$ cat src/rtl/button_debounce_click_classifier_assert.svh
// assertion macros shared by the click classifier rtl
`ifndef BUTTON_DEBOUNCE_CLICK_CLASSIFIER_ASSERT_SVH
`define BUTTON_DEBOUNCE_CLICK_CLASSIFIER_ASSERT_SVH

// same-cycle implication, sampled on clk, off during reset
`define BDCC_ASSERT_IMPL(lbl, ante, cons) \
	lbl: assert property (@(posedge clk) disable iff (!arst_n) (ante) |-> (cons)) \
		else $error("bdcc check failed");

// next-cycle implication, sampled on clk, off during reset
`define BDCC_ASSERT_NEXT(lbl, ante, cons) \
	lbl: assert property (@(posedge clk) disable iff (!arst_n) (ante) |=> (cons)) \
		else $error("bdcc check failed");

`endif

$ cat src/rtl/bdcc_pkg.sv
// shared types and constants of the button debounce click classifier
package bdcc_pkg;

	localparam int NumButtons = 4;
	localparam int BtnW       = 2;
	localparam int HoldW      = 16;
	localparam int DebW       = 4;
	localparam int MaskW      = 4;
	localparam int KindW      = 3;
	localparam int CfgIdxW    = 3;
	localparam int CfgDataW   = 16;
	localparam int BitCntW    = 4;

	// configuration register indexes
	localparam logic [CfgIdxW-1:0] CFG_ENABLE   = 3'd0;
	localparam logic [CfgIdxW-1:0] CFG_POLARITY = 3'd1;
	localparam logic [CfgIdxW-1:0] CFG_EVALUATE = 3'd2;
	localparam logic [CfgIdxW-1:0] CFG_DEBOUNCE = 3'd3;
	localparam logic [CfgIdxW-1:0] CFG_LONG     = 3'd4;
	localparam logic [CfgIdxW-1:0] CFG_PERIOD   = 3'd5;
	localparam logic [CfgIdxW-1:0] CFG_ABORT    = 3'd6;

	typedef enum logic [KindW-1:0] {
		EV_STABLE        = 3'd0,
		EV_PRESSED       = 3'd1,
		EV_RELEASED_HOLD = 3'd2,
		EV_LONG_CLICK    = 3'd3,
		EV_SHORT_CLICK   = 3'd4,
		EV_STILL_PRESSED = 3'd5,
		EV_ABORT         = 3'd6
	} event_kind_t;

	typedef enum logic [3:0] {
		CMD_NONE,
		CMD_LOAD,
		CMD_BOUNCE,
		CMD_ACCEPT,
		CMD_CLICK,
		CMD_ABORT,
		CMD_INC,
		CMD_MOD_START,
		CMD_MOD_STEP,
		CMD_STILL,
		CMD_FLUSH
	} cmd_op_t;

	typedef struct packed {
		cmd_op_t           op;
		logic [BtnW-1:0]   btn;
	} cmd_t;

	typedef struct packed {
		logic tick_acc;
		logic enabled;
		logic differ;
		logic bounce_done;
		logic eval_on;
		logic click_act;
		logic hold_zero;
		logic is_abort;
		logic period_zero;
		logic rem_zero;
		logic mod_last;
		logic emit_ok;
		logic flush_ok;
		logic pend_v;
	} status_t;

endpackage

$ cat src/rtl/bdcc_if.sv
// tick and event channel interfaces
interface bdcc_tick_if;
	logic                        valid;
	logic                        ready;
	logic [bdcc_pkg::MaskW-1:0]  raw_levels;

	modport source (output valid, output raw_levels, input ready);
	modport sink   (input valid, input raw_levels, output ready);
endinterface

interface bdcc_event_if;
	logic                        valid;
	logic                        ready;
	logic [bdcc_pkg::BtnW-1:0]   button_index;
	logic [bdcc_pkg::KindW-1:0]  event_kind;
	logic                        level;
	logic [bdcc_pkg::HoldW-1:0]  hold_count;
	logic                        last_of_tick;

	modport source (output valid, output button_index, output event_kind, output level,
		output hold_count, output last_of_tick, input ready);
	modport sink   (input valid, input button_index, input event_kind, input level,
		input hold_count, input last_of_tick, output ready);
endinterface

$ cat src/rtl/bdcc_datapath.sv
// datapath: config registers, per-button state, serial remainder, event buffers
module bdcc_datapath (
	input  logic                           clk,
	input  logic                           arst_n,
	input  logic                           cfg_we,
	input  logic [bdcc_pkg::CfgIdxW-1:0]   cfg_index,
	input  logic [bdcc_pkg::CfgDataW-1:0]  cfg_data,
	bdcc_tick_if.sink                      ticks,
	bdcc_event_if.source                   events,
	input  bdcc_pkg::cmd_t                 cmd,
	output bdcc_pkg::status_t              sts
);

	logic [bdcc_pkg::MaskW-1:0]  enable_q, polarity_q, evaluate_q, raw_q;
	logic [bdcc_pkg::DebW-1:0]   debounce_q;
	logic [bdcc_pkg::HoldW-1:0]  long_q, period_q, abort_q;

	logic                        stable_q [bdcc_pkg::NumButtons];
	logic [bdcc_pkg::DebW-1:0]   bounce_q [bdcc_pkg::NumButtons];
	logic [bdcc_pkg::HoldW-1:0]  hold_q   [bdcc_pkg::NumButtons];

	logic [bdcc_pkg::HoldW-1:0]    rem_q;
	logic [bdcc_pkg::BitCntW-1:0]  bit_q;

	logic                        pend_v_q;
	logic [bdcc_pkg::BtnW-1:0]   pend_btn_q;
	logic [bdcc_pkg::KindW-1:0]  pend_kind_q;
	logic                        pend_lvl_q;
	logic [bdcc_pkg::HoldW-1:0]  pend_hold_q;

	logic                        out_v_q;
	logic [bdcc_pkg::BtnW-1:0]   out_btn_q;
	logic [bdcc_pkg::KindW-1:0]  out_kind_q;
	logic                        out_lvl_q;
	logic [bdcc_pkg::HoldW-1:0]  out_hold_q;
	logic                        out_last_q;

	logic [bdcc_pkg::BtnW-1:0]   b;
	logic                        lvl;
	logic [bdcc_pkg::HoldW-1:0]  hold;
	logic                        hold_zero;
	logic                        emit;
	bdcc_pkg::event_kind_t       new_kind;
	bdcc_pkg::event_kind_t       rel_kind;
	logic                        new_lvl;
	logic [bdcc_pkg::HoldW-1:0]  new_hold;
	logic [bdcc_pkg::HoldW:0]    rem_shift;
	logic [bdcc_pkg::HoldW-1:0]  rem_next;

	// selected button view
	assign b         = cmd.btn;
	assign lvl       = raw_q[b] ^ polarity_q[b];
	assign hold      = hold_q[b];
	assign hold_zero = (hold == '0);

	// release classification
	always_comb begin
		if (hold > period_q) begin
			rel_kind = bdcc_pkg::EV_RELEASED_HOLD;
		end else if (hold > long_q) begin
			rel_kind = bdcc_pkg::EV_LONG_CLICK;
		end else begin
			rel_kind = bdcc_pkg::EV_SHORT_CLICK;
		end
	end

	// one remainder bit step
	always_comb begin
		rem_shift = {rem_q, hold[bit_q]};
		if (rem_shift >= {1'b0, period_q}) begin
			rem_next = bdcc_pkg::HoldW'(rem_shift - {1'b0, period_q});
		end else begin
			rem_next = rem_shift[bdcc_pkg::HoldW-1:0];
		end
	end

	// event built by the current command
	always_comb begin
		emit     = 1'b0;
		new_kind = bdcc_pkg::EV_STABLE;
		new_lvl  = 1'b0;
		new_hold = '0;
		case (cmd.op)
			bdcc_pkg::CMD_ACCEPT: begin
				emit    = 1'b1;
				new_lvl = lvl;
			end
			bdcc_pkg::CMD_CLICK: begin
				emit = 1'b1;
				if (hold_zero) begin
					new_kind = bdcc_pkg::EV_PRESSED;
				end else begin
					new_kind = rel_kind;
					new_hold = hold;
				end
			end
			bdcc_pkg::CMD_ABORT: begin
				emit     = 1'b1;
				new_kind = bdcc_pkg::EV_ABORT;
				new_hold = abort_q;
			end
			bdcc_pkg::CMD_STILL: begin
				emit     = 1'b1;
				new_kind = bdcc_pkg::EV_STILL_PRESSED;
				new_hold = hold;
			end
			default: begin
				emit = 1'b0;
			end
		endcase
	end

	// status to the controller; in idle the tick input is always ready
	always_comb begin
		sts.tick_acc    = ticks.valid;
		sts.enabled     = enable_q[b];
		sts.differ      = (lvl != stable_q[b]);
		sts.bounce_done = (bounce_q[b] >= debounce_q);
		sts.eval_on     = evaluate_q[b];
		sts.click_act   = (hold_zero && lvl) || (!hold_zero && !lvl);
		sts.hold_zero   = hold_zero;
		sts.is_abort    = (hold == abort_q);
		sts.period_zero = (period_q == '0);
		sts.rem_zero    = (rem_q == '0);
		sts.mod_last    = (bit_q == '0);
		sts.emit_ok     = !pend_v_q || !out_v_q || events.ready;
		sts.flush_ok    = !out_v_q || events.ready;
		sts.pend_v      = pend_v_q;
	end

	assign ticks.ready = (cmd.op == bdcc_pkg::CMD_LOAD);

	assign events.valid        = out_v_q;
	assign events.button_index = out_btn_q;
	assign events.event_kind   = out_kind_q;
	assign events.level        = out_lvl_q;
	assign events.hold_count   = out_hold_q;
	assign events.last_of_tick = out_last_q;

	// configuration registers
	always_ff @(posedge clk or negedge arst_n) begin
		if (!arst_n) begin
			enable_q   <= '0;
			polarity_q <= '0;
			evaluate_q <= '0;
			debounce_q <= bdcc_pkg::DebW'(4);
			long_q     <= '0;
			period_q   <= '0;
			abort_q    <= '0;
		end else if (cfg_we) begin
			unique case (cfg_index)
				bdcc_pkg::CFG_ENABLE:   enable_q   <= cfg_data[bdcc_pkg::MaskW-1:0];
				bdcc_pkg::CFG_POLARITY: polarity_q <= cfg_data[bdcc_pkg::MaskW-1:0];
				bdcc_pkg::CFG_EVALUATE: evaluate_q <= cfg_data[bdcc_pkg::MaskW-1:0];
				bdcc_pkg::CFG_DEBOUNCE: debounce_q <= cfg_data[bdcc_pkg::DebW-1:0];
				bdcc_pkg::CFG_LONG:     long_q     <= cfg_data;
				bdcc_pkg::CFG_PERIOD:   period_q   <= cfg_data;
				bdcc_pkg::CFG_ABORT:    abort_q    <= cfg_data;
				default: begin
				end
			endcase
		end
	end

	// tick sample and remainder unit
	always_ff @(posedge clk) begin
		if (ticks.valid && ticks.ready) begin
			raw_q <= ticks.raw_levels;
		end
		if (cmd.op == bdcc_pkg::CMD_MOD_START) begin
			rem_q <= '0;
			bit_q <= '1;
		end else if (cmd.op == bdcc_pkg::CMD_MOD_STEP) begin
			rem_q <= rem_next;
			bit_q <= bit_q - 1'b1;
		end
	end

	// per-button debounce and hold state
	always_ff @(posedge clk or negedge arst_n) begin
		if (!arst_n) begin
			for (int k = 0; k < bdcc_pkg::NumButtons; k++) begin
				stable_q[k] <= 1'b0;
				bounce_q[k] <= '0;
				hold_q[k]   <= '0;
			end
		end else begin
			case (cmd.op)
				bdcc_pkg::CMD_BOUNCE: bounce_q[b] <= bounce_q[b] + 1'b1;
				bdcc_pkg::CMD_ACCEPT: begin
					stable_q[b] <= lvl;
					bounce_q[b] <= '0;
				end
				bdcc_pkg::CMD_CLICK:  hold_q[b] <= hold_zero ? bdcc_pkg::HoldW'(1) : '0;
				bdcc_pkg::CMD_ABORT:  hold_q[b] <= '0;
				bdcc_pkg::CMD_INC,
				bdcc_pkg::CMD_STILL:  hold_q[b] <= hold + 1'b1;
				default: begin
				end
			endcase
		end
	end

	// pending event and output register control
	always_ff @(posedge clk or negedge arst_n) begin
		if (!arst_n) begin
			pend_v_q <= 1'b0;
			out_v_q  <= 1'b0;
		end else begin
			if (events.ready) begin
				out_v_q <= 1'b0;
			end
			if (emit) begin
				pend_v_q <= 1'b1;
				if (pend_v_q) begin
					out_v_q <= 1'b1;
				end
			end else if (cmd.op == bdcc_pkg::CMD_FLUSH) begin
				pend_v_q <= 1'b0;
				out_v_q  <= 1'b1;
			end
		end
	end

	// pending event and output payload
	always_ff @(posedge clk) begin
		if (emit) begin
			pend_btn_q  <= b;
			pend_kind_q <= new_kind;
			pend_lvl_q  <= new_lvl;
			pend_hold_q <= new_hold;
		end
		if ((emit && pend_v_q) || cmd.op == bdcc_pkg::CMD_FLUSH) begin
			out_btn_q  <= pend_btn_q;
			out_kind_q <= pend_kind_q;
			out_lvl_q  <= pend_lvl_q;
			out_hold_q <= pend_hold_q;
			out_last_q <= (cmd.op == bdcc_pkg::CMD_FLUSH);
		end
	end

endmodule

$ cat src/rtl/bdcc_controller.sv
// controller: walks the buttons through debounce, then hold evaluation
module bdcc_controller (
	input  logic               clk,
	input  logic               arst_n,
	input  bdcc_pkg::status_t  sts,
	output bdcc_pkg::cmd_t     cmd
);

	typedef enum logic [2:0] {
		S_IDLE,
		S_DEB,
		S_CLK,
		S_EVL,
		S_MOD,
		S_MCHK,
		S_END
	} state_t;

	state_t                    state_q;
	logic [bdcc_pkg::BtnW-1:0] btn_q;
	bdcc_pkg::cmd_op_t         op;
	logic                      stall;
	logic                      last_btn;

	assign last_btn = (btn_q == bdcc_pkg::BtnW'(bdcc_pkg::NumButtons - 1));
	assign cmd.op   = op;
	assign cmd.btn  = btn_q;

	// command selection
	always_comb begin
		op    = bdcc_pkg::CMD_NONE;
		stall = 1'b0;
		unique case (state_q)
			S_IDLE: op = bdcc_pkg::CMD_LOAD;
			S_DEB: begin
				if (sts.enabled && sts.differ) begin
					if (!sts.bounce_done) begin
						op = bdcc_pkg::CMD_BOUNCE;
					end else if (sts.emit_ok) begin
						op = bdcc_pkg::CMD_ACCEPT;
					end else begin
						stall = 1'b1;
					end
				end
			end
			S_CLK: begin
				if (sts.emit_ok) op = bdcc_pkg::CMD_CLICK;
				else stall = 1'b1;
			end
			S_EVL: begin
				if (sts.eval_on && !sts.hold_zero) begin
					if (sts.is_abort) begin
						if (sts.emit_ok) op = bdcc_pkg::CMD_ABORT;
						else stall = 1'b1;
					end else if (sts.period_zero) begin
						op = bdcc_pkg::CMD_INC;
					end else begin
						op = bdcc_pkg::CMD_MOD_START;
					end
				end
			end
			S_MOD: op = bdcc_pkg::CMD_MOD_STEP;
			S_MCHK: begin
				if (!sts.rem_zero) op = bdcc_pkg::CMD_INC;
				else if (sts.emit_ok) op = bdcc_pkg::CMD_STILL;
				else stall = 1'b1;
			end
			S_END: begin
				if (sts.pend_v) begin
					if (sts.flush_ok) op = bdcc_pkg::CMD_FLUSH;
					else stall = 1'b1;
				end
			end
			default: op = bdcc_pkg::CMD_NONE;
		endcase
	end

	// state and button index
	always_ff @(posedge clk or negedge arst_n) begin
		if (!arst_n) begin
			state_q <= S_IDLE;
			btn_q   <= '0;
		end else if (!stall) begin
			unique case (state_q)
				S_IDLE: begin
					if (sts.tick_acc) begin
						state_q <= S_DEB;
						btn_q   <= '0;
					end
				end
				S_DEB, S_CLK: begin
					if (state_q == S_DEB && op == bdcc_pkg::CMD_ACCEPT
						&& sts.eval_on && sts.click_act) begin
						state_q <= S_CLK;
					end else if (last_btn) begin
						state_q <= S_EVL;
						btn_q   <= '0;
					end else begin
						state_q <= S_DEB;
						btn_q   <= btn_q + 1'b1;
					end
				end
				S_EVL, S_MCHK: begin
					if (state_q == S_EVL && op == bdcc_pkg::CMD_MOD_START) begin
						state_q <= S_MOD;
					end else if (last_btn) begin
						state_q <= S_END;
					end else begin
						state_q <= S_EVL;
						btn_q   <= btn_q + 1'b1;
					end
				end
				S_MOD: begin
					if (sts.mod_last) state_q <= S_MCHK;
				end
				S_END: state_q <= S_IDLE;
				default: state_q <= S_IDLE;
			endcase
		end
	end

endmodule

$ cat src/rtl/button_debounce_click_classifier.sv
// Four-button debouncer and click classifier. One tick transaction is taken
// in the idle cycle, then a controller visits each button once for debounce
// (plus a click step when a press or release event follows) and once for hold
// evaluation (with a bit-serial remainder of the hold counter by the period,
// one bit a cycle, when a still-pressed period is set and the button is held).
// The walk stalls while the event buffers are full and the event sink is not
// ready. Events leave through an output register behind a one-deep pending
// slot, which lets the last event of a tick be flagged.
module button_debounce_click_classifier (
	input  logic                           clk,
	input  logic                           arst_n,
	input  logic                           cfg_we,
	input  logic [bdcc_pkg::CfgIdxW-1:0]   cfg_index,
	input  logic [bdcc_pkg::CfgDataW-1:0]  cfg_data,
	bdcc_tick_if.sink                      ticks,
	bdcc_event_if.source                   events
);

`include "button_debounce_click_classifier_assert.svh"

	bdcc_pkg::cmd_t    cmd;
	bdcc_pkg::status_t sts;
	logic              emit_cmd;

	// sequencing
	bdcc_controller u_ctl (
		.clk    (clk),
		.arst_n (arst_n),
		.sts    (sts),
		.cmd    (cmd)
	);

	// state, arithmetic and event buffering
	bdcc_datapath u_dp (
		.clk       (clk),
		.arst_n    (arst_n),
		.cfg_we    (cfg_we),
		.cfg_index (cfg_index),
		.cfg_data  (cfg_data),
		.ticks     (ticks),
		.events    (events),
		.cmd       (cmd),
		.sts       (sts)
	);

	// commands that produce an event
	assign emit_cmd = cmd.op == bdcc_pkg::CMD_ACCEPT || cmd.op == bdcc_pkg::CMD_CLICK
		|| cmd.op == bdcc_pkg::CMD_ABORT || cmd.op == bdcc_pkg::CMD_STILL;

	// a tick transaction leaves the block busy
	`BDCC_ASSERT_NEXT(a_busy_after_tick, ticks.valid && ticks.ready, !ticks.ready)
	// every event of a tick is flushed before the next tick is taken
	`BDCC_ASSERT_IMPL(a_idle_no_pending, ticks.ready, !sts.pend_v)
	// events are only issued when the buffers have room
	`BDCC_ASSERT_IMPL(a_emit_room, emit_cmd, sts.emit_ok)

endmodule
$ cat src/flat_wrapper.sv
// flat-port wrapper written by rule: the top's interface ports become plain ports
module button_debounce_click_classifier_flat 
  (clk, arst_n, cfg_we, cfg_index, cfg_data, ticks_valid, ticks_raw_levels, ticks_ready, events_valid, events_button_index, events_event_kind, events_level, events_hold_count, events_last_of_tick, events_ready);
  bdcc_tick_if ticks_i ();
  bdcc_event_if events_i ();
  input  logic clk;
  input  logic arst_n;
  input  logic cfg_we;
  input  logic [bdcc_pkg::CfgIdxW-1:0] cfg_index;
  input  logic [bdcc_pkg::CfgDataW-1:0] cfg_data;
  input wire logic [$bits(ticks_i.valid)-1:0] ticks_valid;
  input wire logic [$bits(ticks_i.raw_levels)-1:0] ticks_raw_levels;
  output wire logic [$bits(ticks_i.ready)-1:0] ticks_ready;
  output wire logic [$bits(events_i.valid)-1:0] events_valid;
  output wire logic [$bits(events_i.button_index)-1:0] events_button_index;
  output wire logic [$bits(events_i.event_kind)-1:0] events_event_kind;
  output wire logic [$bits(events_i.level)-1:0] events_level;
  output wire logic [$bits(events_i.hold_count)-1:0] events_hold_count;
  output wire logic [$bits(events_i.last_of_tick)-1:0] events_last_of_tick;
  input wire logic [$bits(events_i.ready)-1:0] events_ready;
  assign ticks_i.valid = ticks_valid;
  assign ticks_i.raw_levels = ticks_raw_levels;
  assign ticks_ready = ticks_i.ready;
  assign events_valid = events_i.valid;
  assign events_button_index = events_i.button_index;
  assign events_event_kind = events_i.event_kind;
  assign events_level = events_i.level;
  assign events_hold_count = events_i.hold_count;
  assign events_last_of_tick = events_i.last_of_tick;
  assign events_i.ready = events_ready;
  button_debounce_click_classifier u_core (.clk(clk), .arst_n(arst_n), .cfg_we(cfg_we), .cfg_index(cfg_index), .cfg_data(cfg_data), .ticks(ticks_i), .events(events_i));
endmodule
$ cat config.mk
export PLATFORM = sky130hd
export DESIGN_NAME = button_debounce_click_classifier_flat
export DESIGN_NICKNAME = d
export VERILOG_FILES = /design/src/rtl/bdcc_pkg.sv /design/src/rtl/bdcc_if.sv /design/src/rtl/bdcc_datapath.sv /design/src/rtl/bdcc_controller.sv /design/src/rtl/button_debounce_click_classifier.sv /design/src/flat_wrapper.sv
export VERILOG_INCLUDE_DIRS = /design/src /design/src/rtl
export SDC_FILE = /design/constraint.sdc
export NUM_CORES = 1
export LEC_CHECK = 0
export ABC_AREA = 1
export BUFFER_PORTS_ARGS = -buffer_cell sky130_fd_sc_hd__buf_2
export CAP_MARGIN = 20
export CORE_MARGIN = 1
export CORE_UTILIZATION = 40
export DETAILED_ROUTE_END_ITERATION = 7
export HOLD_SLACK_MARGIN = 0.12
export MAX_ROUTING_LAYER = met4
export PLACE_DENSITY_LB_ADDON = 0.3
export SYNTH_ARGS = -nofsm -noshare
export SYNTH_HDL_FRONTEND = slang
export SYNTH_HIERARCHICAL = 1
export SYNTH_SLANG_ARGS = --single-unit
$ cat constraint.sdc
create_clock -name clk -period 9 [get_ports clk]
set_clock_uncertainty 0.2 [all_clocks]
set_input_delay 0.45 -clock clk [delete_from_list [all_inputs] [get_ports clk]]
set_output_delay 0.45 -clock clk [all_outputs]
set_load 0.03 [all_outputs]
### Word-level counts from Yosys, hierarchy flattened

Index checks and enable logic that the tools add are counted.

* add/sub/neg operators: 5
* $lt $le $gt $ge: 8
* bitwise logic cells: 7
* mux-type cells: 81
* reduce and logical (&&, ||, !) cells: 43
* eq/ne operators: 30

Operators with widths (number)
* $pmux W64 S3: 1
* $bwmux W64: 2
* $mux W16: 5
* $and A64 B64 Y64: 1
* $not A64 Y64: 1
* $logic_not A16 Y1: 3
* $pmux W16 S3: 1
* $mux W4: 9
* $bmux W16 S2: 1
* $demux W16 S2: 1
* $gt A16 B16 Y1: 2
* $pmux W16 S2: 1
* $pmux W4 S7: 1
* $mux W3: 9
* $mux W1: 25
* $mux W2: 10
* $eq A3 B3 Y1 const B: 6
* $ge A17 B16 Y1: 1
* $add A16 B1 Y16 const B: 1
* $and A16 B16 Y16: 1
* $bwmux W16: 1
* $eq A16 B16 Y1: 1
* $eq A4 B3 Y1 const B: 4
* $not A16 Y16: 1
* 43 further kinds: 85

* flip-flop bits (word level): 224
* word-level logic and storage cells: 209

### Longest topological paths before layout

Gate-level depths: netlist (run 1).

* word-level depth: 15
* depth in mapped cells: 32

### By module

Netlist (run 1), hierarchy kept.

By module, submodules not included
* bdcc_datapath: cells each 1483, instances 1, area an instance 11944.0 um^2
* bdcc_controller: cells each 110, instances 1, area an instance 653.1 um^2

### Least setup slack after synthesis (run 1)

No wires, ideal clock.

* kind: flip-flop to flip-flop
* start: register u_core/u_ctl/btn_q[0] in the netlist's numbering
* end: register u_core.u_dp.out_btn_q, in the netlist u_core/u_dp/events.button_index[0], enable pin
* required time: 8.365 ns
* data arrival time: 5.303 ns
* slack: 3.062 ns
* library setup time: 0.435 ns
* buffers on the path: 3
* cell stages (with the launch flop): 24
* cells stage by stage: dfrtp_1 buf_4 buf_2 o21ai_0 nand2_1 nand2_1 inv_1 ha_1 nand3_1 nor2_1 nand2_2 inv_1 buf_4 nor2_1 nand2_2 a21oi_4 nor2_1 o21ai_0 nand2_1 nor3_1 inv_1 nand3_1 inv_1 o21ai_0

RTL lines
* start: declaration: RTL line bdcc_controller.sv:20 `logic [bdcc_pkg::BtnW-1:0] btn_q;`
* start signal: assignment: RTL line bdcc_controller.sv:100 `btn_q <= btn_q + 1'b1;`
* start signal: assignment: RTL line bdcc_controller.sv:110 `btn_q <= btn_q + 1'b1;`
* end signal: assignment: RTL line bdcc_datapath.sv:234 `out_btn_q <= pend_btn_q;`
* end: declaration: RTL line bdcc_datapath.sv:32 `logic [bdcc_pkg::BtnW-1:0] out_btn_q;`

==> results of run 1 <==
[routing by layer]
metal / up-vias / global-route usage [%] / wire length [um]
li1: 5335 / - / -
met4: 0 / 6.24 / 878
met1: 5138 / 31.7 / 16800
met2: 392 / 37.5 / 16900
met5: - / - / 0
met3: 60 / 2.57 / 2400
[state kept, by name, summed over array words and instances (netlist names), 4 cells and up]
name and count:
u_core/u_dp/period_q 16, u_core/u_dp/pend_hold_q 16, u_core/u_dp/debounce_q 4, u_core/u_dp/rem_q 16, u_core/u_dp/abort_q 16, u_core/u_dp/stable_q 4, u_core/u_dp/bounce_q 16, u_core/u_dp/hold_q 64
u_core/u_dp/bit_q 4, u_core/u_dp/long_q 16, u_core/u_dp/enable_q 4, u_core/u_dp/events.hold_count 16, u_core/u_dp/evaluate_q 4, u_core/u_dp/polarity_q 4, u_core/u_dp/raw_q 4
[timing repair]
| item | 4_1_cts | 5_1_grt |
|---|---|---|
| hold buffers | 18 | 0 |
| buffers inserted | 0 | 0 |
| endpoints found under the setup margin | 0 | 0 |
| hold endpoints to repair | 124 | 0 |
[placed cells by master, fill, tap and decap left out, types with 4 or more instances in the layout]
| cell | count |
|---|---|
| nor3_1 | 13 |
| xor2_1 | 22 |
| dfrtp_1 | 154 |
| dfxtp_1 | 20 |
| buf_4 | 7 |
| edfxtp_1 | 49 |
| dlygate4sd3_1 | 18 |
| nand3_2 | 7 |
| a21oi_1 | 68 |
| o211ai_1 | 6 |
| clkinv_1 | 4 |
| clkinvlp_4 | 4 |
| xnor2_1 | 10 |
| nor2_4 | 7 |
| buf_2 | 51 |
| a22oi_1 | 6 |
| inv_2 | 17 |
| inv_1 | 188 |
| nor2_1 | 104 |
| nor4_1 | 8 |
| nand3b_1 | 4 |
| o21ai_2 | 5 |
| nor2_2 | 17 |
| clkbuf_16 | 26 |
| clkinv_2 | 5 |
| nand4_1 | 23 |
| a21o_1 | 4 |
| nand2_2 | 17 |
| nand3_1 | 104 |
| nand2_1 | 455 |
| o22ai_1 | 11 |
| ha_1 | 57 |
| o21ai_1 | 13 |
| o21ai_0 | 139 |
[power by group]
group          internal (uW)  total [uW]  switching [uW]
sequential              1390        1590             202
clock                    614        1050             435
combinational            685        2180            1500
[area by class of cell]
cell class / count / share of cell area [%]
Inverter: 207 / 5.45
Tap cell: 396 / 3.48
Sequential cell: 224 / 40.4
Clock buffer: 32 / 4.94
Timing Repair Buffer: 79 / 3.80
Multi-Input combinational cell: 1123 / 40.9
Clock inverter: 15 / 1.05
[worst max-delay path by stage]
| stage | startpoint | endpoint | slack (ps) | cells past startpoint |
|---|---|---|---|---|
| after floorplan | u_core/u_ctl/btn_q[0] | u_core/u_dp/events.button_index[0] | 3060 | 23 |
| after global placement | u_core/u_ctl/btn_q[0] | u_core/u_dp/events.hold_count[7] | 2290 | 22 |
| after detailed placement | u_core/u_ctl/btn_q[0] | u_core/u_dp/events.hold_count[7] | 2080 | 22 |
| after CTS | u_core/u_ctl/btn_q[0] | u_core/u_dp/events.hold_count[13] | 2070 | 22 |
| after global routing | u_core/u_ctl/btn_q[0] | u_core/u_dp/events.hold_count[13] | 1860 | 20 |
| final | u_core/u_ctl/btn_q[0] | u_core/u_dp/events.hold_count[14] | 2420 | 23 |
[kinds of logic after synthesis]
| logic type | count (synthesis) |
|---|---|
| AND/OR/NAND/NOR | 769 |
| adder cells (fa/ha/maj) | 58 |
| XOR/XNOR | 32 |
| multiplexers | 1 |
| flip-flops | 224 |
| AO/OA/AOI/OAI | 263 |
| buffers and inverters | 246 |
[critical path: cells and delay by family (launching register included)]
| kind | cells | cell delay (ps) |
|---|---|---|
| and+or+nand+nor | 15 | 3470 |
| DFF | 1 | 1060 |
| buffers and inverters | 6 | 1040 |
| AOI/OAI and AO/OA | 1 | 300 |
| xor gates and xnor gates | 1 | 180 |
[metrics by stage]
stage / setup slack [ps] / util, % / power (uW) / hold WS (ps) / cells
2_1_floorplan: 3060 / - / 3180 / -45.6 / 1593
3_3_place_gp: 2290 / 42.8 / 3700 / 203 / 2009
3_5_place_dp: 2080 / 42.8 / 3730 / 205 / 2009
4_1_cts: 2070 / 46.2 / 4810 / 214 / 2074
5_1_grt: 1860 / 46.3 / 5150 / 225 / 2076
6_report: 2420 / 46.3 / 4820 / 216 / 2076
==> results.cfg, run 1 <==
[logic_synthesis]
ys_warn_count = 6
synth-adder-area-share_pct = 5.82
synthMuxAreaShare_pct = 0.0894
ys.flop_type = dfrtp_1
synth_cells = 1593
synth-simple-area-share_pct = 26.7
synth_top_family_by_area = simple AND/OR/NAND/NOR gates
ys_types = 49
syn_nets = 1679
synth_most_common_cell = nand2_1
synth_top_cell_by_area = dfrtp_1
syn_area_mm2 = 0.0126
synth_area_per_cell_um2 = 7.91
async_flop_share_pct = 69.2
synth_commonest_cells = nand2_1 (455), inv_1 (188), dfrtp_1 (154), o21ai_0 (140), nor2_1 (105)
synth_edf_count = 49
yosysSeqAreaShare_pct = 45.7
synthXorXnorAreaFrac_pct = 2.22
synth_seq_cells = 224
synth_area_leaders = dfrtp_1 (31%), nand2_1 (14%), edfxtp_1 (12%)
synth_top_area_share_pct = 30.6
synth_compound_area_share_pct = 11.3

[clock_network]
cts_resized = 0
clockBufferDepth = 3
cts_max_level = 1
cts_buffers = 26
clkTransAtPathRegs_ps = 60
insertion_delay_ps = 540
cts_tree = built
clockRootBuffer = clkbuf_16
cts.sinks = 224

[global_route]
grt_pass1_vias = 10300
track_usage_pct = 23.5
overflow = 0
grt_first_pass_wirelength_um = 58100
grt_start_max_net_pins = 86
antenna_found_initial = 0

[setup_path]
cp_slowest_cell = dfrtp_1
r2r-start = u_core/u_ctl/btn_q[0]
max_stage_delay_ps = 1060
critical_path_peak_fanout = 29
endpoint_kind = flip-flop
r2r_cells = 23
cp_common_cell = nor2_1
critPathLaunchType = flip-flop
r2r_end = u_core/u_dp/events.hold_count[14]
r2r_slack_ps = 2420
cp.required_ps = 9050
crit_chain = inv_2 -> nand2_1 -> nor2_1 -> nor2_1 -> nand2_2 -> xnor2_1 -> nand2_1 -> nor3_1 -> nand2_1 -> nor2_1 -> inv_1 -> nand2_1 -> nand4_1 -> nand3_2 -> inv_2 -> nor2_1 -> inv_2 -> nor2_2 -> nor2_1 -> nand3_1 -> inv_1 -> o21ai_2 -> buf_8
cp.arrival_ps = 6620
critPathKind = flip-flop to flip-flop

[final_layout]
multi_input_area_mm2 = 0.00583
layout-drive-gt1-share_pct = 11.0
syn_to_final_growth_pct = 13.1
regArea_mm2 = 0.00575
antenna_cells = 0
layout.nets = 1747
nFillCells = 3085
fin_area_mm2 = 0.0142

[floorplan]
start_util_pct = 41.0
die_area_mm2 = 0.0322
core_area_mm2 = 0.0307
io_pins = 53
die_h_um = 179
num_rows = 64
fp.dieW_um = 179

[power_and_ir_drop]
p_leak_uw = 0.00695
power_density_mw_per_mm2 = 338
ir_drop_mv = 0.183

[route]
vias_per_cell = 5.26
num_vias = 10900
drt_first_pass_iters = 7
drc = 0
detail_route.wl_per_cell_um = 17.8
drt_wl_total_um = 37000
drtIter0Drc = 992
drtAntennaViolNets = 0

[timing]
rsz0062_at_grt = false
finalHoldViolations = 0
slew_headroom_pct = 27.2
worst_slew_pin_slew_ps = 1090
setup_viol = 0
min_period_over_period_pct = 73.1
finalMaxSlewViolations = 0
layout_min_cycle_time_ps = 6580
setup_tns_ps = 0
fmax_ghz = 0.152

[placement]
place_congestion = 0.983
placed_area_mm2 = 0.0132
place_hpwl_um = 27000
port_buffers = 52

[min_path]
whs_path_depth = 0
hold_path_end = u_core/u_dp/events.hold_count[10]
hp-class = flip-flop to flip-flop
worstHoldStart = u_core/u_dp/pend_hold_q[10]

[status]
status = finished, final reports clean

[flow_run]
maxCapViolations = 0
No activity file was read; power rests on OpenSTA's default activity.
==> run 2, diff against run 1 <==
==> constraint.sdc (replaced) <==
create_clock -name clk -period 6.05 [get_ports clk]
set_clock_uncertainty 0.2 [all_clocks]
set_input_delay 0.3025 -clock clk [delete_from_list [all_inputs] [get_ports clk]]
set_output_delay 0.3025 -clock clk [all_outputs]
set_load 0.03 [all_outputs]
==> run 2 against run 1 <==
  * The flow now finishes with violations (DRC)
  * Highest routed layer unchanged
  * Worst hold slack lost 57 ps
  * Critical path type unchanged
  * First-iteration DRC count shrank 7.5%
  * Die area stayed put
  * Total power grew 53%
==> results.cfg, run 2 (synthesis gave the netlist of run 1 again) <==
[setup_path]
critPathKind = flip-flop to flip-flop
r2r_cells = 27
critPathLaunchType = flip-flop
r2r-start = u_core/u_ctl/btn_q[0]
cp.arrival_ps = 5520
max_stage_delay_ps = 640
cp_slowest_cell = dfrtp_1
r2r_end = u_core/u_dp/hold_q[16]
cp.required_ps = 6290
critical_path_peak_fanout = 13
r2r_slack_ps = 770
endpoint_kind = flip-flop

[min_path]
worstHoldStart = cfg_we
whs_path_depth = 5
hp-class = primary input to flip-flop
hold_path_end = u_core/u_dp/evaluate_q[2]

[final_layout]
largest_register_ffs = 64
syn_to_final_growth_pct = 15.4
final_common_cell = nand2_1
layout.nets = 1774
layout-drive-gt1-share_pct = 11.7
regMostFlops = u_core/u_dp/hold_q
antenna_cells = 0
nFillCells = 3005
layout_common_cells = nand2_1 (455), inv_1 (188), dfrtp_1 (154)

[status]
status = finished, violations left
violations = DRC

[placement]
port_buffers = 52
place_hpwl_um = 27100
place_congestion = 0.946

[power_and_ir_drop]
p_switching_uw = 3240
seqPwrFrac_pct = 31.5
power_density_mw_per_mm2 = 506
p_leak_uw = 0.00710
internal_power_uw = 4110
comb_power_share_pct = 45.8
pwr-share-clk_pct = 22.7
switching_share_pct = 44.0
ir_drop_mv = 0.222

[flow_run]
maxCapViolations = 0

[timing]
hold_ws_ps = 160
fmax_ghz = 0.189
worst_slew_pin_slew_ps = 1060
rsz0062_at_grt = false
finalHoldViolations = 0
min_period_over_period_pct = 87.3
slew_headroom_pct = 29.4
setup_viol = 0
finalMaxSlewViolations = 0
layout_min_cycle_time_ps = 5280
setup_tns_ps = 0

[global_route]
grt_first_pass_wirelength_um = 58900
grt_pass1_vias = 10500
overflow = 0
track_usage_pct = 23.8
antenna_found_initial = 0
grt_start_max_net_pins = 91

[clock_network]
clockRootBuffer = clkbuf_16
clkTransAtPathRegs_ps = 60
cts_tree = built
cts_setup_buffers = 0
cts_max_level = 1
cts.sinks = 224
insertion_delay_ps = 560
clockBufferDepth = 3
cts_buffers = 27

[floorplan]
die_h_um = 179
fp.dieW_um = 179
io_pins = 53
core_area_mm2 = 0.0307
start_util_pct = 41.0
die_area_mm2 = 0.0322
num_rows = 64

[route]
vias_per_cell = 5.24
drtAntennaViolNets = 0
detail_route.wl_per_cell_um = 17.7
drt_first_pass_iters = 8
drtIter0Drc = 918
num_vias = 11000
drc = 12
drt_wl_total_um = 37200
==> run 2: cell types whose count changed in the layout (fill, tap and decap cells not counted), moves of 2 or more <==
cell and change:
clkinv_4 +4, buf_4 +14, clkinv_1 -2, clkinv_2 -2, dlygate4sd3_1 +13
==> run 2: worst max path at each step <==
| stage | startpoint | to | slack, ps |
|---|---|---|---|
| after floorplan | u_core/u_ctl/btn_q[0] | u_core/u_dp/events.button_index[0] | 110 |
| after global placement | u_core/u_ctl/btn_q[0] | u_core/u_dp/hold_q[16] | 1000 |
| after detailed placement | u_core/u_ctl/btn_q[0] | u_core/u_dp/hold_q[16] | 900 |
| after CTS | u_core/u_ctl/btn_q[0] | u_core/u_dp/hold_q[16] | 860 |
| after global routing | u_core/u_ctl/btn_q[0] | u_core/u_dp/hold_q[16] | 350 |
| final | u_core/u_ctl/btn_q[0] | u_core/u_dp/hold_q[16] | 770 |
==> run 2: critical path: cells and delay by family (launching register included) <==
kind / cells / cell delay [ps]
and+or+nand+nor: 19 / 2970
buffers and inverters: 7 / 1110
DFF: 1 / 640
xor gates and xnor gates: 1 / 230
==> run 2: cell type report <==
cell class / count / area (um^2) / area share, %
clock buffer: 33 / 728 / 5.01
clock inverter: 16 / 199 / 1.37
inverter: 207 / 777 / 5.34
multi-input combinational: 1123 / 5830 / 40.1
sequential: 224 / 5750 / 39.6
tap: 396 / 495 / 3.41
timing repair buffer: 105 / 762 / 5.24
==> run 2: power groups by stage <==
stage | Combinational (uW) | Sequential (uW) | Clock [uW]
6_report | 3370 | 2320 | 1670
5_1_grt | 3750 | 2370 | 1770
4_1_cts | 3320 | 2320 | 1710
3_5_place_dp | 3290 | 2340 | 0
3_3_place_gp | 3260 | 2330 | 0
2_1_floorplan | 2350 | 2380 | 0
==> run 2: what timing repair did <==
action / CTS / global route
gates resized for setup: 0 / 0
hold buffers: 31 / 0
hold endpoints to repair: 159 / 0
==> run 2: per-stage QoR <==
step / setup slack [ps] / cell area [um^2] / power, uW / cells / util [%]
2_1_floorplan: 112 / 12600 / 4730 / 1593 / -
3_3_place_gp: 1000 / 13300 / 5600 / 2023 / 43.2
3_5_place_dp: 897 / 13300 / 5630 / 2023 / 43.2
4_1_cts: 864 / 14500 / 7350 / 2103 / 47.2
5_1_grt: 350 / 14500 / 7890 / 2104 / 47.3
6_report: 769 / 14500 / 7350 / 2104 / 47.3
==> run 2: metal layers <==
layer	GRT usage [%]	vias up	wire (um)
met5	-	-	0
met4	8.90	0	1440
met3	2.76	85	2320
met2	36.9	415	16800
met1	32.0	5133	16700
li1	-	5394	-
==> run 3, diff against run 2 <==
--- a/config.mk
+++ b/config.mk
@@ -7,13 +7,12 @@
 export NUM_CORES = 1
 export LEC_CHECK = 0
 export ABC_AREA = 1
-export BUFFER_PORTS_ARGS = -buffer_cell sky130_fd_sc_hd__buf_2
+export BUFFER_PORTS_ARGS = -buffer_cell sky130_fd_sc_hd__clkbuf_2
 export CAP_MARGIN = 20
 export CORE_MARGIN = 1
 export CORE_UTILIZATION = 40
 export DETAILED_ROUTE_END_ITERATION = 7
 export HOLD_SLACK_MARGIN = 0.12
-export MAX_ROUTING_LAYER = met4
 export PLACE_DENSITY_LB_ADDON = 0.3
 export SYNTH_ARGS = -nofsm -noshare
 export SYNTH_HDL_FRONTEND = slang
==> run 3 against run 2 <==
  * Total power decreased by 0.57%
  * The run now ends clean
  * Wire length increased by 1.1%
  * Cell area about the same
  * Non-clock buffer count up 1
  * Combinational power is essentially flat
  * Final cell count is the same
==> results.cfg, run 3 (synthesis gave the netlist of run 1 again) <==
[status]
status = finished, final reports clean

[setup_path]
crit_path_end = u_core/u_dp/hold_q[38]
cp.arrival_ps = 5430
r2r-start = u_core/u_ctl/btn_q[0]
cp.required_ps = 6260
r2r_end = u_core/u_dp/hold_q[38]
critical_path_peak_fanout = 16
r2r_cells = 25
critPathLaunchType = flip-flop
endpoint_kind = flip-flop
critPathKind = flip-flop to flip-flop
r2r_slack_ps = 830
crit_start = u_core/u_ctl/btn_q[0]

[min_path]
hp-class = primary input to flip-flop

[timing]
setup_tns_ps = 0
slew_headroom_pct = 30.7
finalHoldViolations = 0
worst_slew_pin_slew_ps = 1040
setup_viol = 0
finalMaxSlewViolations = 0
layout_min_cycle_time_ps = 5220
min_period_over_period_pct = 86.3
rsz0062_at_grt = false
final.setup.worst_slack_ps = 831
fmax_ghz = 0.192

[power_and_ir_drop]
ir_drop_mv = 0.290
totalPowerFinal_uw = 7310
p_switching_uw = 3220
switching_share_pct = 44.1
p_leak_uw = 0.00710
internal_power_uw = 4090
comb_power_share_pct = 45.9
seqPwrFrac_pct = 31.8
power_density_mw_per_mm2 = 503
pwr-share-clk_pct = 22.4

[final_layout]
final_common_cell = nand2_1
largest_register_ffs = 64
layout-drive-gt1-share_pct = 11.9
regMostFlops = u_core/u_dp/hold_q
syn_to_final_growth_pct = 15.3
layout.nets = 1774
layout_common_cells = nand2_1 (455), inv_1 (188), dfrtp_1 (154)
antenna_cells = 0

[clock_network]
cts.sinks = 224
cts_tree = built
insertion_delay_ps = 550
clkTransAtPathRegs_ps = 60
clockRootBuffer = clkbuf_16
cts_buffers = 26
clockBufferDepth = 3
cts_setup_buffers = 0
cts_max_level = 1

[placement]
post-place-ws_ps = 1010
port_buffers = 52
place_hpwl_um = 28000
place_congestion = 0.953

[route]
drtIter0Drc = 1066
drt_wl_total_um = 37600
drc = 0
vias_per_cell = 5.20
drtAntennaViolNets = 0
num_vias = 10900
detail_route.wl_per_cell_um = 17.9
drt_first_pass_iters = 8

[floorplan]
start_util_pct = 41.0
die_h_um = 179
num_rows = 64
core_area_mm2 = 0.0307
die_area_mm2 = 0.0322
fp.dieW_um = 179
io_pins = 53

[global_route]
overflow = 0
grt_start_max_net_pins = 107
track_usage_pct = 23.5
antenna_found_initial = 0
grt_first_pass_wirelength_um = 59600
grt_pass1_vias = 10500

[flow_run]
maxCapViolations = 0
-- run 3: cell count changes in the layout (fill, tap and decap cells not counted), sizes merged --
| cell | delta |
|---|---|
| buf | -47 |
| bufinv | +1 |
| clkbuf | +44 |
| clkinv | +5 |
| clkinvlp | +1 |
| dlygate4sd3 | -3 |
| inv | -1 |
-- run 3: metal layers --
layer  vias to the layer above  track usage [%]  wire (um)
met5                         -                0          0
met4                         0             5.90        862
met3                        61             2.65       2090
met2                       359             39.2      17400
met1                      5123             32.7      17300
li1                       5392                -          -
-- run 3: worst min path at each step --
stage	start	end	slack [ps]	cells after the start
CTS	cfg_data[0]	u_core/u_dp/abort_q[0]	120	3
finish	cfg_data[3]	u_core/u_dp/polarity_q[3]	110	3
global route	cfg_data[3]	u_core/u_dp/polarity_q[3]	130	3
floorplan	arst_n	u_core/u_ctl/btn_q[0]	-190	0
global placement	u_core/u_dp/pend_kind_q[0]	u_core/u_dp/events.event_kind[0]	200	0
detailed placement	u_core/u_dp/pend_hold_q[11]	u_core/u_dp/events.hold_count[11]	200	0
-- run 3: area by class of cell --
| type | count | area, um^2 |
|---|---|---|
| Inverter | 207 | 777 |
| Fill cell | 3032 | 16200 |
| Timing Repair Buffer | 106 | 779 |
| Tap cell | 396 | 495 |
| Multi-Input combinational cell | 1123 | 5830 |
| Sequential cell | 224 | 5750 |
| Clock inverter | 22 | 246 |
| Clock buffer | 26 | 651 |
-- run 3: timing repair --
action | CTS | global route
hold buffers | 27 | 1
hold endpoints to repair | 166 | 17
gates resized for setup | 0 | 0
-- run 3: worst max-delay path, cell delays in order, from the launching register on --
cell and delay, ps:
dfrtp_1 590, nor2_2 740, nand2_1 130, o21ai_0 130
nor2_1 170, xnor2_1 170, nor4_1 280, nand2_1 100
nor2_1 310, inv_1 100, nand2_1 70, nand4_1 120
nand3_2 180, inv_2 90, nor2_1 160, inv_2 80
nor2_1 190, nor2_1 140, inv_2 90, nor2_1 50
nand2_1 80, inv_1 120, nor2_2 410, inv_2 220
nand2_1 100, o21ai_1 60
-- run 3: per-stage QoR --
step / area, um^2 / hold WS (ps) / utilization, % / std cells
finish: 14500 / 113 / 47.2 / 2104
global route: 14500 / 129 / 47.2 / 2104
CTS: 14500 / 122 / 47.0 / 2100
detailed placement: 13300 / 205 / 43.2 / 2025
global placement: 13300 / 203 / 43.2 / 2025
floorplan: 12600 / -193 / - / 1593
-- run 3: power by group through the flow --
stage / clock, uW / sequential (uW) / combinational, uW
floorplan: 0 / 2380 / 2350
global placement: 0 / 2340 / 3250
detailed placement: 0 / 2350 / 3280
CTS: 1670 / 2320 / 3320
global route: 1730 / 2370 / 3740
finish: 1630 / 2320 / 3350
